<file path="src/hw/rtl/ttms_pkg.sv">
// Shared types, character codes and helpers for the time tag to milliseconds block.
package ttms_pkg;

    localparam int MAX_PARTS       = 3;
    localparam int FRACTION_DIGITS = 3;
    localparam int WIDE_W          = 42;

    localparam logic [30:0] SAT31 = 31'h7FFF_FFFF;

    localparam logic [7:0] CHAR_ZERO  = 8'h30;
    localparam logic [7:0] CHAR_NINE  = 8'h39;
    localparam logic [7:0] CHAR_COLON = 8'h3A;
    localparam logic [7:0] CHAR_DOT   = 8'h2E;
    localparam logic [7:0] CHAR_COMMA = 8'h2C;

    typedef enum logic [2:0] {
        PH_INT,
        PH_AFTER,
        PH_FRAC,
        PH_DONE
    } phase_t;

    typedef struct packed {
        logic [30:0] seconds;
        logic [9:0]  frac_ms;
        logic        ok;
    } mid_t;

    function automatic logic [30:0] sat31(input logic [WIDE_W-1:0] v);
        logic [30:0] r;
        if (v > {{(WIDE_W-31){1'b0}}, SAT31}) begin
            r = SAT31;
        end else begin
            r = v[30:0];
        end
        return r;
    endfunction

endpackage

</file>
<file path="src/hw/rtl/ttms_parse.sv">
// Character parser: time text state and the seconds/fraction summary on a terminator.
module ttms_parse (
    input  logic           aclk,
    input  logic           aresetn,
    input  logic           step_en,
    input  logic [7:0]     character,
    input  logic           terminator,
    output ttms_pkg::mid_t result
);

    ttms_pkg::phase_t phase_reg, phase_next;
    logic [30:0] part_value_reg, part_value_next;
    logic [30:0] seconds_total_reg, seconds_total_next;
    logic [1:0]  parts_seen_reg, parts_seen_next;
    logic        digit_seen_reg, digit_seen_next;
    logic [9:0]  fraction_value_reg, fraction_value_next;
    logic [1:0]  fraction_count_reg, fraction_count_next;

    logic        is_digit;
    logic        is_point;
    logic [3:0]  digit;
    logic [30:0] part_acc;
    logic [30:0] fin_total;
    logic [1:0]  fin_parts;
    logic [30:0] total_f;
    logic [1:0]  parts_f;
    logic [9:0]  frac_pad;

    always_ff @(posedge aclk) begin
        if (!aresetn) begin
            phase_reg          <= ttms_pkg::PH_INT;
            part_value_reg     <= '0;
            seconds_total_reg  <= '0;
            parts_seen_reg     <= '0;
            digit_seen_reg     <= 1'b0;
            fraction_value_reg <= '0;
            fraction_count_reg <= '0;
        end else if (step_en) begin
            phase_reg          <= phase_next;
            part_value_reg     <= part_value_next;
            seconds_total_reg  <= seconds_total_next;
            parts_seen_reg     <= parts_seen_next;
            digit_seen_reg     <= digit_seen_next;
            fraction_value_reg <= fraction_value_next;
            fraction_count_reg <= fraction_count_next;
        end
    end

    always_comb begin
        is_digit  = (character >= ttms_pkg::CHAR_ZERO) && (character <= ttms_pkg::CHAR_NINE);
        is_point  = (character == ttms_pkg::CHAR_DOT) || (character == ttms_pkg::CHAR_COMMA);
        digit     = 4'(character - ttms_pkg::CHAR_ZERO);
        part_acc  = ttms_pkg::sat31(
                        {{(ttms_pkg::WIDE_W-31){1'b0}}, part_value_reg} * 42'd10
                        + {{(ttms_pkg::WIDE_W-4){1'b0}}, digit});
        fin_total = ttms_pkg::sat31(
                        {{(ttms_pkg::WIDE_W-31){1'b0}}, seconds_total_reg} * 42'd60
                        + {{(ttms_pkg::WIDE_W-31){1'b0}}, part_value_reg});
        fin_parts = (parts_seen_reg < 2'd3) ? parts_seen_reg + 2'd1 : parts_seen_reg;

        phase_next          = phase_reg;
        part_value_next     = part_value_reg;
        seconds_total_next  = seconds_total_reg;
        parts_seen_next     = parts_seen_reg;
        digit_seen_next     = digit_seen_reg;
        fraction_value_next = fraction_value_reg;
        fraction_count_next = fraction_count_reg;

        if (terminator) begin
            phase_next          = ttms_pkg::PH_INT;
            part_value_next     = '0;
            seconds_total_next  = '0;
            parts_seen_next     = '0;
            digit_seen_next     = 1'b0;
            fraction_value_next = '0;
            fraction_count_next = '0;
        end else begin
            unique case (phase_reg)
                ttms_pkg::PH_INT: begin
                    if (is_digit) begin
                        part_value_next = part_acc;
                        digit_seen_next = 1'b1;
                    end else if (digit_seen_reg) begin
                        seconds_total_next = fin_total;
                        parts_seen_next    = fin_parts;
                        part_value_next    = '0;
                        digit_seen_next    = 1'b0;
                        if (character == ttms_pkg::CHAR_COLON) begin
                            phase_next = (fin_parts < 2'(ttms_pkg::MAX_PARTS))
                                       ? ttms_pkg::PH_INT : ttms_pkg::PH_AFTER;
                        end else begin
                            phase_next = is_point ? ttms_pkg::PH_FRAC : ttms_pkg::PH_DONE;
                        end
                    end else if ((parts_seen_reg != 2'd0) && is_point) begin
                        phase_next = ttms_pkg::PH_FRAC;
                    end else begin
                        phase_next = ttms_pkg::PH_DONE;
                    end
                end
                ttms_pkg::PH_AFTER: begin
                    phase_next = is_point ? ttms_pkg::PH_FRAC : ttms_pkg::PH_DONE;
                end
                ttms_pkg::PH_FRAC: begin
                    if (is_digit &&
                        (fraction_count_reg < 2'(ttms_pkg::FRACTION_DIGITS))) begin
                        fraction_value_next = 10'(fraction_value_reg * 10'd10)
                                            + {6'b0, digit};
                        fraction_count_next = fraction_count_reg + 2'd1;
                    end else begin
                        phase_next = ttms_pkg::PH_DONE;
                    end
                end
                ttms_pkg::PH_DONE: begin
                    phase_next = ttms_pkg::PH_DONE;
                end
                default: begin
                    phase_next = ttms_pkg::PH_DONE;
                end
            endcase
        end
    end

    always_comb begin
        if ((phase_reg == ttms_pkg::PH_INT) && digit_seen_reg) begin
            total_f = fin_total;
            parts_f = fin_parts;
        end else begin
            total_f = seconds_total_reg;
            parts_f = parts_seen_reg;
        end

        case (fraction_count_reg)
            2'd1:    frac_pad = 10'(fraction_value_reg * 10'd100);
            2'd2:    frac_pad = 10'(fraction_value_reg * 10'd10);
            2'd3:    frac_pad = fraction_value_reg;
            default: frac_pad = '0;
        endcase

        result.ok      = (parts_f != 2'd0);
        result.seconds = result.ok ? total_f : '0;
        result.frac_ms = result.ok ? frac_pad : '0;
    end

endmodule

</file>
<file path="src/hw/rtl/time_tag_to_milliseconds.sv">
// Top level of the time tag to milliseconds converter.
// Usage:
//   The input channel (s_valid/s_ready) carries one character of a time text
//   per item in s_character; an item with s_terminator high ends the text and
//   its character is ignored. Texts read as s, m:s or h:m:s with an optional
//   '.' or ',' fraction of up to three digits.
//   The result channel (m_valid/m_ready) carries one item per terminator:
//   m_time_ms (saturated at 2^31-1) and m_parse_ok; character items give none.
//   A terminator's result passes the input register, the parse stage register
//   and the output register behind the x1000 scale before it shows on m_.
//   Throughput: one item per cycle while s_ready is high; the parse step works
//   on the input register, and there is no iteration anywhere.
//   When the receiver stalls, the result and parse stage registers fill, and
//   s_ready drops only once a terminator can no longer move forward;
//   character items keep flowing until then.
//   Reset (aresetn low, synchronous) empties all stages and returns the parser
//   to the start of a text.
module time_tag_to_milliseconds (
    input  logic        aclk,
    input  logic        aresetn,
    input  logic        s_valid,
    output logic        s_ready,
    input  logic [7:0]  s_character,
    input  logic        s_terminator,
    output logic        m_valid,
    input  logic        m_ready,
    output logic [30:0] m_time_ms,
    output logic        m_parse_ok
);

    logic           in_valid_reg;
    logic [7:0]     in_char_reg;
    logic           in_term_reg;
    logic           mid_valid_reg;
    ttms_pkg::mid_t mid_reg;
    logic           out_valid_reg;
    logic [30:0]    out_time_reg;
    logic           out_ok_reg;

    ttms_pkg::mid_t parse_result;
    logic           out_free;
    logic           mid_adv;
    logic           mid_free;
    logic           step_en;
    logic [30:0]    time_scaled;

    ttms_parse u_parse (
        .aclk       (aclk),
        .aresetn    (aresetn),
        .step_en    (step_en),
        .character  (in_char_reg),
        .terminator (in_term_reg),
        .result     (parse_result)
    );

    always_comb begin
        out_free    = !out_valid_reg || m_ready;
        mid_adv     = mid_valid_reg && out_free;
        mid_free    = !mid_valid_reg || mid_adv;
        step_en     = in_valid_reg && (!in_term_reg || mid_free);
        s_ready     = !in_valid_reg || step_en;
        time_scaled = ttms_pkg::sat31(
                          {{(ttms_pkg::WIDE_W-31){1'b0}}, mid_reg.seconds} * 42'd1000
                          + {{(ttms_pkg::WIDE_W-10){1'b0}}, mid_reg.frac_ms});
    end

    always_ff @(posedge aclk) begin
        if (!aresetn) begin
            in_valid_reg  <= 1'b0;
            mid_valid_reg <= 1'b0;
            out_valid_reg <= 1'b0;
        end else begin
            if (s_ready) begin
                in_valid_reg <= s_valid;
            end
            if (mid_free) begin
                mid_valid_reg <= step_en && in_term_reg;
            end
            if (out_free) begin
                out_valid_reg <= mid_valid_reg;
            end
        end
    end

    always_ff @(posedge aclk) begin
        if (s_ready && s_valid) begin
            in_char_reg <= s_character;
            in_term_reg <= s_terminator;
        end
        if (step_en && in_term_reg) begin
            mid_reg <= parse_result;
        end
        if (mid_adv) begin
            out_time_reg <= time_scaled;
            out_ok_reg   <= mid_reg.ok;
        end
    end

    assign m_valid    = out_valid_reg;
    assign m_time_ms  = out_time_reg;
    assign m_parse_ok = out_ok_reg;

endmodule

</file>
<file path="config.mk">
export PLATFORM = sky130hd
export DESIGN_NAME = time_tag_to_milliseconds
export DESIGN_NICKNAME = d
export VERILOG_FILES = /design/src/hw/rtl/ttms_pkg.sv /design/src/hw/rtl/ttms_parse.sv /design/src/hw/rtl/time_tag_to_milliseconds.sv
export SDC_FILE = /design/constraint.sdc
export NUM_CORES = 1
export LEC_CHECK = 0
export BUFFER_PORTS_ARGS = -buffer_cell sky130_fd_sc_hd__buf_2
export CAP_MARGIN = 20
export CORE_ASPECT_RATIO = 0.8
export CORE_MARGIN = 1.5
export CORE_UTILIZATION = 50
export DETAILED_ROUTE_END_ITERATION = 8
export PLACE_DENSITY_LB_ADDON = 0.2
export SYNTH_ARGS = -nofsm -noshare
export SYNTH_HDL_FRONTEND = slang
export SYNTH_HIERARCHICAL = 1
export SYNTH_SLANG_ARGS = --single-unit
</file>
<file path="constraint.sdc">
create_clock -name aclk -period 5.53 [get_ports aclk]
set_input_delay 0.2765 -clock aclk [delete_from_list [all_inputs] [get_ports aclk]]
set_output_delay 0.2765 -clock aclk [all_outputs]
set_load 0.02 [all_outputs]
</file>
# Yosys cells after proc, flatten, opt, wreduce, memory -nomap -nowiden
# Index checks and enable logic that the tools add are counted.
# word_totals
word_cells	114
register_bits	166
# classes
multipliers	5
n_mux	36
reduce_logical	30
eq_ne	11
magnitude_cmp	8
add_sub_neg	7
# op_table
cell	count
2-to-1 mux 31 bit	11
greater-than comparator 42 x 31 -> 1 bit, second input constant	3
adder 41 x 10 -> 42 bit	1
adder 37 x 31 -> 38 bit	1
multiplier 31 x 7 -> 38 bit, second input constant	1
adder 35 x 4 -> 36 bit	1
multiplier 31 x 4 -> 35 bit, second input constant	1
multiplier 31 x 3 -> 34 bit, second input constant	1
2-to-1 mux 10 bit	3
one-hot mux 10 bit (3 select lines)	1
equality test 8 x 6 -> 1 bit, second input constant	3
2-to-1 mux 2 bit	9
2-to-1 mux 3 bit	5
nonzero test 2 bit	6
adder 10 x 4 -> 10 bit	1
multiplier 10 x 3 -> 9 bit, second input constant	1
multiplier 10 x 5 -> 8 bit, second input constant	1
one-hot mux 3 bit (3 select lines)	1
AND reduction 3 bit	3
>= comparator 8 x 6 -> 1 bit, second input constant	1
<= comparator 8 x 6 -> 1 bit, second input constant	1
logical AND 1 bit	8
< comparator 2 bit, second input constant	3
2-to-1 mux 1 bit	6
other kinds (14)	24

# Logic depth before layout (Yosys ltp)
# Gate-level depths: netlist (run 1).
# logic_depth
depth_word	9
depth_mapped	27

# Modules after synthesis
# The synthesis (run 1) kept the hierarchy.
# modules_own_cells
module	n_inst	area_per_inst_um2	cells_each
ttms_parse	1	11787.6	1458
time_tag_to_milliseconds	1	9848.2	981

# Worst setup path after synthesis (run 1)
# Ideal clock, no wire load.
# synth_timing
kind	reg-to-reg
start	register u_parse.seconds_total_reg[2]
end	register mid_reg[11] in the netlist's numbering (data pin)
synth_period_minus_slack_ps	5977
setup_time_ps	261
required_time_ps	5269
path_buffers	1
arrival_ps	5717
slack_ps	-447
stages_incl_launch_ff	26
cell_sequence	dfxtp_1 inv_1 fa_1 fa_1 inv_1 ha_1 a21o_1 a21oi_1 nand3_1 a211o_1 nand3_1 nand2_1 a21oi_1 o21bai_1 xor2_1 ha_1 nand2_1 or4_1 o21ai_1 a21oi_1 o21ai_0 nand3_1 or3_1 o21ai_1 buf_2 a21oi_1
# synth_between
elab_chain_len	5
# synth_rtl
item	line_no	source
from (decl)	ttms_parse.sv:13	logic [30:0] seconds_total_reg, seconds_total_next;
from (signal assigned)	ttms_parse.sv:41	seconds_total_reg <= seconds_total_next;
multiplier 31 x 4 -> 35 bit	ttms_parse.sv:57	{{(ttms_pkg::WIDE_W-31){1'b0}}, seconds_total_reg} * 42'd60
adder 37 x 31 -> 38 bit	ttms_parse.sv:58	+ {{(ttms_pkg::WIDE_W-31){1'b0}}, part_value_reg});
greater-than comparator 42 x 31 -> 1 bit	ttms_pkg.sv:31	if (v > {{(WIDE_W-31){1'b0}}, SAT31}) begin
2-to-1 mux 31 bit	ttms_pkg.sv:31	
2-to-1 mux 31 bit	ttms_parse.sv:124	if ((phase_reg == ttms_pkg::PH_INT) && digit_seen_reg) begin
to (signal assigned)	time_tag_to_milliseconds.sv:91	mid_reg <= parse_result;
to (decl)	time_tag_to_milliseconds.sv:35	ttms_pkg::mid_t mid_reg;
# No other way between the ends.
# A chain may end at the register's enable or synchronous reset.

# Final worst setup path (run 1)
# layout_timing
start	register u_parse.seconds_total_reg[0]
end	register u_parse.seconds_total_reg[9]
# layout_between
elab_chain_len	8
# layout_rtl
item	line_no	source
multiplier 31 x 4 -> 35 bit (*)	ttms_parse.sv:57	
adder 37 x 31 -> 38 bit (*)	ttms_parse.sv:58	
greater-than comparator 42 x 31 -> 1 bit	ttms_pkg.sv:31	
2-to-1 mux 31 bit (*)	ttms_pkg.sv:31	
2-to-1 mux 31 bit (*)	ttms_parse.sv:83	end else if (digit_seen_reg) begin
2-to-1 mux 31 bit (*)	ttms_parse.sv:80	if (is_digit) begin
2-to-1 mux 31 bit (*)	ttms_parse.sv:78	unique case (phase_reg)
2-to-1 mux 31 bit (*)	ttms_parse.sv:69	if (terminator) begin
# Mark *: on every way between the ends. The rest lies on a longest branch, timed or not. The select of a mux whose other input is x is not followed.

==> out/qor.yml, run 1 <==
clocking:
  clk_pin_slew_ns: 0.07
  clock_path_buffers: 2
  cts_inserted_buffers: 17
  cts_max_level: 4
  cts_root_buffer: "clkbuf_16"
  cts_tree: "done"
  clock-sinks: 165
  clock_latency_ns: 0.46
power:
  p_per_area_mw_per_mm2: 360
  intPower_mw: 5.69
  pwr-share-comb_pct: 75.3
  seqPwrFrac_pct: 13.0
  p_leak_nw: 13.1
  clockPowerShare_pct: 11.7
  peakVddDrop_mv: 0.334
  p_switching_mw: 4.47
  sw_frac_of_total_pct: 44.0
logic_synthesis:
  synth_ff_type: "edfxtp_1"
  synth_top_area_share_pct: 16.7
  ys_ff_latch: 165
  syn_avg_cell_area_um2: 8.87
  yosysMostFrequentCell: "inv_1"
  synth_top_area_cell: "fa_1"
  yosys_warnings: 6
  synth_cells: 2439
  synthArstFlopShare_pct: 0
  yosysSeqAreaShare_pct: 19.1
  syn-num-nets: 2881
  synthTopCellsByCount: "inv_1, ha_1, a21oi_1"
  syn-cell-area_mm2: 0.0216
  ys_types: 94
  synth_area_leaders: "fa_1, ha_1, edfxtp_1, dfxtp_1, inv_1"
  synth-edff-count: 83
detailed_routing:
  routed-via-count: 20007
  drc_errors: 0
  postRouteAntennaNets: 0
  routedWlPerCell_um: 17.4
  drt-initial-drc-count: 1599
  viasPerCell: 5.84
  postRouteWirelength_um: 59600
  drtPass1Iterations: 6
placed_design:
  dpl.hpwl_um: 45100
  place.gp.congestion: 0.914
  pre_cts_ws_ns: -0.561
  port_buffers: 46
die:
  rows: 67
  die_h_um: 189
  die_x_um: 236
  dieArea_mm2: 0.0445
  start_util_pct: 51.2
  core_region_area_mm2: 0.0423
  pin_count: 47
hold_path:
  hp-start: "s_valid"
  worstHoldPathType: "in -> reg"
setup_path:
  cp.arrival_ns: 6.33
  max_stage_delay_ns: 0.57
  critPathLaunchType: "register"
  cp-end-kind: "register"
  crit_path_start: "u_parse/seconds_total_reg[0]"
  critical_path_required_ns: 5.85
  cp_max_fo: 27
  crit_chain: "fa_1 -> inv_1 -> fa_1 -> buf_4 -> fa_2 -> nand2b_4 -> a21o_1 -> a211o_1 -> a311oi_4 -> nor2_2 -> xnor2_2 -> ha_1 -> nand2_2 -> or4_4 -> o21ai_4 -> a21oi_2 -> o21ai_2 -> nand3_1 -> or3_4 -> buf_6 -> buf_6 -> o211ai_4 -> buf_12 -> nand4_1"
  cp_slowest_cell: "fa_1"
  r2r-start: "u_parse/seconds_total_reg[0]"
  crit_type: "reg -> reg"
global_route:
  grt_first_pass_wirelength_um: 98000
  grt_max_degree: 43
  antenna_found_initial: 0
  grt_pass1_vias: 19980
  grtUsageTotal_pct: 26.6
  grt_overflow: 0
sta:
  finalHoldViolations: 0
  worst_slew_pin_slew_ns: 1.44
  setup_viol: 93
  rsz0062_at_grt: "true"
  clock_skew_ns: 0.0154
  relSlewSlack_pct: 4.24
  finalCriticalPeriod_ns: 6.01
  setup_slack_ns: -0.476
  slew_viol_final: 0
  finalCritPeriodShare_pct: 109
  max_freq_mhz: 167
final_layout:
  seqCellArea_mm2: 0.00415
  multi_input_comb_area_mm2: 0.0176
  final.fill_count: 3300
  largest_reg_flops: 42
  area_growth_pct: 30.5
  nets: 3304
  final_util_pct: 66.8
  diodes: 0
  drive_gt1_share_pct: 29.0
outcome:
  outcome: "complete, but fails checks"
  violations: "negative setup slack"
run:
  cap_violations: 0
power by group through the flow:
stage	Clock, mW	Sequential (mW)	Combinational (mW)
final	1.19	1.32	7.65
after global routing	1.26	1.32	8.23
after CTS	1.21	1.32	6.89
after detailed placement	0	1.35	6.20
after global placement	0	1.34	6.14
after floorplan	0	1.35	3.62
layer usage:
metal,wire length [µm],vias up,track usage [%]
met4,929,0,6.55
li1,-,9551,-
met1,27600,9799,36.9
met2,27800,579,43.8
met3,3180,78,3.95
met5,0,-,0
kinds of logic after synthesis:
family          count (synthesis)  share of synthesized area, %
simple gates                  673                          16.2
compound gates                616                          19.7
fa+ha+maj                     429                          31.1
buf+inv                       384                          6.96
flops                         165                          19.1
xor+xnor                      164                          6.64
mux                             8                         0.382
cell type report:
cell class | count | area share (%)
multi-input combinational | 1890 | 62.5
sequential | 165 | 14.7
timing repair buffer | 503 | 14.6
inverter | 285 | 3.81
tap | 552 | 2.45
clock buffer | 18 | 1.52
clock inverter | 14 | 0.492
placed cells by master (no fill, tap or decap), drive strengths merged, types with 13 or more instances in the layout:
cell	count
buf	490
inv	293
ha	248
a21oi	199
fa	181
nand2	180
xnor2	110
nor2	110
o21ai	85
edfxtp	83
dfxtp	82
nand3	72
a21o	69
nand4	68
nor3	65
xor2	54
a221o	33
nor2b	31
o21a	29
a211oi	27
o211ai	25
and3	25
nand2b	22
clkbuf	22
and2	19
a22oi	16
nor4	14
o21bai	13
stage by stage:
step	power, mW	hold slack, ns	TNS, ns	instance area (µm²)	instances
after floorplan	4.97	0.375	-1.02	22100	2439
after global placement	7.48	0.431	-31.29	25500	3318
after detailed placement	7.55	0.430	-33.76	25500	3318
after CTS	9.42	0.0748	-29.71	27200	3399
after global routing	10.8	0.0955	-56.88	28200	3427
final	10.2	0.0962	-38.27	28200	3427
critical path: cells and delay by family (launching register included):
family | cells | cell delay (ns)
AOI/OAI and AO/OA | 7 | 1.49
xor gates and xnor gates | 1 | 0.16
DFF | 1 | 0.33
and+or+nand+nor | 7 | 1.54
adders and majority gates | 4 | 1.68
buffers and inverters | 5 | 0.64
final timing paths:
path	slack (ns)	depth (start not counted)	to
max reg2reg	-0.48	24	u_parse/seconds_total_reg[9]
min reg2reg	0.44	0	m_parse_ok
max	-0.48	24	u_parse/seconds_total_reg[9]
min	0.1	3	in_valid_reg
timing repair:
item / CTS / global route
hold endpoints to repair: 9 / 0
setup endpoints to repair: 93 / 93
resized for setup: 147 / 126
setup buffers: 33 / 24
hold buffers: 9 / 0
pin swaps: 27 / 81
cloned: 8 / 3
Note: power is estimated with default switching activity, not from simulation.
==> run 2: changes to the inputs <==
Settings changed: CORE_UTILIZATION 50 to 55, SETUP_SLACK_MARGIN from default to 0.5, SYNTH_HIERARCHICAL 1 to default.
==> out/qor.yml, run 2 <==
outcome:
  outcome: "complete, but fails checks"
  violations: "negative setup slack"
detailed_routing:
  postRouteWirelength_um: 60200  # +1.1%
  routed-via-count: 19382  # -3.1%
  drc_errors: 0  # unchanged
  drt-initial-drc-count: 1539  # -3.8%
  drtPass1Iterations: 7  # +1
  viasPerCell: 5.91  # +1.2%
  routedWlPerCell_um: 18.4  # +5.6%
  postRouteAntennaNets: 0  # unchanged
sta:
  relSlewSlack_pct: 31.2  # +27 points
  slew_viol_final: 0  # unchanged
  max_freq_mhz: 158  # -5.1%
  finalCriticalPeriod_ns: 6.33  # +0.320 ns
  whs_ns: 0.0829  # -0.0134 ns
  rsz0062_at_grt: "true"
  setup_viol: 93  # unchanged
  finalHoldViolations: 0  # unchanged
  finalCritPeriodShare_pct: 114  # +5.8 points
  worst_slew_pin_slew_ns: 1.03  # -0.410 ns
  clock_skew_ns: 0.0110  # -0.00441 ns
  setup_slack_ns: -0.795  # -0.320 ns
logic_synthesis:
  synth_ff_type: "edfxtp_1"
  syn-cell-area_mm2: 0.0213  # -1.4%
  synth_cells: 2301  # -5.7%
  yosysSeqAreaShare_pct: 19.4  # +0.26 points
  synthAdderAreaFrac_pct: 31.4  # +0.31 points
  syn_avg_cell_area_um2: 9.27  # +4.6%
  synth-compound-area-share_pct: 21.2  # +1.6 points
  synthTopCellsByCount: "inv_1, ha_1, fa_1"
  ys_ff_latch: 165  # unchanged
  synth_area_leaders: "fa_1, ha_1, edfxtp_1, dfxtp_1, xnor2_1"
  synth-edff-count: 83  # unchanged
  synthXorXnorAreaFrac_pct: 7.21  # +0.57 points
  yosys_warnings: 0  # -6
  yosysMostFrequentCell: "inv_1"
  synth_top_area_cell: "fa_1"
  syn-num-nets: 2741  # -4.9%
  synthArstFlopShare_pct: 0  # unchanged
  synth_top_area_share_pct: 17.0  # +0.23 points
  synth-simple-area-share_pct: 14.0  # -2.2 points
  synth_top_family_by_area: "adder cells"
  ys_types: 105  # +12%
  synth.area.mux_share_pct: 0.293  # -0.089 points
global_route:
  grt_first_pass_wirelength_um: 96400  # -1.7%
  grtUsageTotal_pct: 30.0  # +3.4 points
  grt_pass1_vias: 19326  # -3.3%
  grt_overflow: 0  # unchanged
  grt_max_degree: 43  # unchanged
  antenna_found_initial: 0  # unchanged
power:
  clockPowerShare_pct: 17.9  # +6.2 points
  pwr-share-comb_pct: 64.6  # -11 points
  p_leak_nw: 12.9  # -1.4%
  sw_frac_of_total_pct: 41.0  # -3.0 points
  seqPwrFrac_pct: 17.5  # +4.5 points
  intPower_mw: 4.42  # -22%
  peakVddDrop_mv: 0.254  # -24%
  p_per_area_mw_per_mm2: 270  # -25%
  p_switching_mw: 3.07  # -31%
placed_design:
  post_dp_cell_area_mm2: 0.0252  # -0.83%
  port_buffers: 46  # unchanged
  place.gp.congestion: 0.943  # +3.2%
  dpl.hpwl_um: 44600  # -1.0%
die:
  dieArea_mm2: 0.0400  # -10%
  die_x_um: 223  # -5.2%
  core_region_area_mm2: 0.0383  # -9.4%
  start_util_pct: 55.8  # +4.5 points
  die_h_um: 179  # -5.2%
  rows: 64  # -4.5%
  pin_count: 47  # unchanged
setup_path:
  critPathLaunchType: "register"
  crit_type: "reg -> reg"
  cp-end-kind: "register"
  cp_max_fo: 8  # -70%
  critical_path_required_ns: 5.73  # -0.12 ns
  cp.arrival_ns: 6.53  # +0.20 ns
clocking:
  clock_latency_ns: 0.46  # about the same
  cts_inserted_buffers: 17  # unchanged
  clock_path_buffers: 2  # unchanged
  cts_root_buffer: "clkbuf_16"
  cts_tree: "done"
  clock-sinks: 165  # unchanged
  clk_pin_slew_ns: 0.07  # about the same
  cts_max_level: 4  # unchanged
final_layout:
  final_cell_mix: "buf_4, ha_1, inv_1"
  final.fill_count: 2748  # -17%
  nets: 3213  # -2.8%
  final_area_mm2: 0.0277  # -1.7%
  area_growth_pct: 30.0
  final_common_cell: "buf_4"
  largest_reg_flops: 42  # unchanged
  drive_gt1_share_pct: 30.5  # +1.5 points
  final_util_pct: 72.5  # +5.7 points
  diodes: 0  # unchanged
hold_path:
  worstHoldPathType: "in -> reg"
run:
  cap_violations: 0  # unchanged
-- run 2: cell types whose count changed in the layout (fill, tap and decap cells not counted), sizes merged, moves of 22 or more --
| cell | change |
|---|---|
| a21oi | -22 |
| inv | -29 |
| nand2 | -44 |
| a22o | +25 |
| nand3 | -31 |
| buf | +38 |
-- run 2: cells by family (layout without fill, tap and decap cells) --
| group | count (synthesis) | count (layout) |
|---|---|---|
| AO/OA/AOI/OAI | 625 | 625 |
| XOR/XNOR | 173 | 173 |
| adder cells (fa/ha/maj) | 427 | 427 |
| buffers and inverters | 345 | 830 |
| flip-flops | 165 | 165 |
| multiplexers | 6 | 6 |
| AND/OR/NAND/NOR | 560 | 560 |
-- run 2: cell type report --
type	instances	area, µm²	share of cell area (%)
inverters	257	977	3.52
clock buffers	19	433	1.56
multi-input cells	1791	16900	60.9
flip-flops and latches	165	4150	15.0
repair buffers	541	4450	16.0
well taps	495	619	2.23
clock inverters	13	210	0.758
-- run 2: repair_timing --
item                                    CTS  global route
resized for setup                        97            71
hold buffers                              9             0
endpoints found under the setup margin  113           113
setup buffers                            51            22
endpoints found under the hold margin     9             0
pin swaps                                60            51
cloned                                    9             5
-- run 2: worst paths after layout --
kind / startpoint / endpoint / slack (ns) / depth (start not counted)
worst min-delay path: s_valid / in_valid_reg / 0.08 / 3
worst max-delay path: mid_reg[28] / m_time_ms[26] / -0.80 / 20
worst min register to register: mid_reg[0] / m_parse_ok / 0.42 / 0
worst max register to register: mid_reg[28] / m_time_ms[26] / -0.80 / 20
-- run 2: metrics by stage --
step                      worst slack (ns)  std cells  TNS (ns)  power, mW
final                               -0.795       3281    -53.34       7.50
after global routing                 -1.00       3281    -73.29       7.93
after CTS                           -0.599       3253    -41.47       6.97
after detailed placement            -0.721       3152    -52.73       5.31
after global placement              -0.653       3152    -41.37       5.23
after floorplan                     -0.130       2301     -4.27       3.91
-- run 2: worst max-delay path, cell delays in order (launching register included) --
cell and delay (ns):
edfxtp_1 0.41, inv_2 0.16, fa_1 0.51, fa_1 0.56
fa_1 0.53, inv_1 0.05, fa_1 0.45, ha_1 0.38
a21oi_2 0.20, o21ai_2 0.12, a2111oi_4 0.46, a211oi_2 0.15
xor2_1 0.27, o311ai_2 0.20, nor4b_4 0.39, nand3_2 0.16
or4_4 0.46, a21oi_4 0.16, buf_12 0.15, clkbuf_16 0.18
nand4_2 0.10
-- run 2: power groups by stage --
stage / sequential, mW / combinational [mW] / clock (mW)
2_1_floorplan: 1.34 / 2.58 / 0
3_3_place_gp: 1.34 / 3.89 / 0
3_5_place_dp: 1.34 / 3.97 / 0
4_1_cts: 1.31 / 4.30 / 1.36
5_1_grt: 1.31 / 5.22 / 1.40
6_report: 1.31 / 4.84 / 1.34
-- run 2: per-layer routing --
metal  share of wire, %  global-route usage (%)
met5                  0                       0
met4                2.1                    8.93
met3                6.0                    4.42
met2                 47                    50.5
met1                 45                    40.2
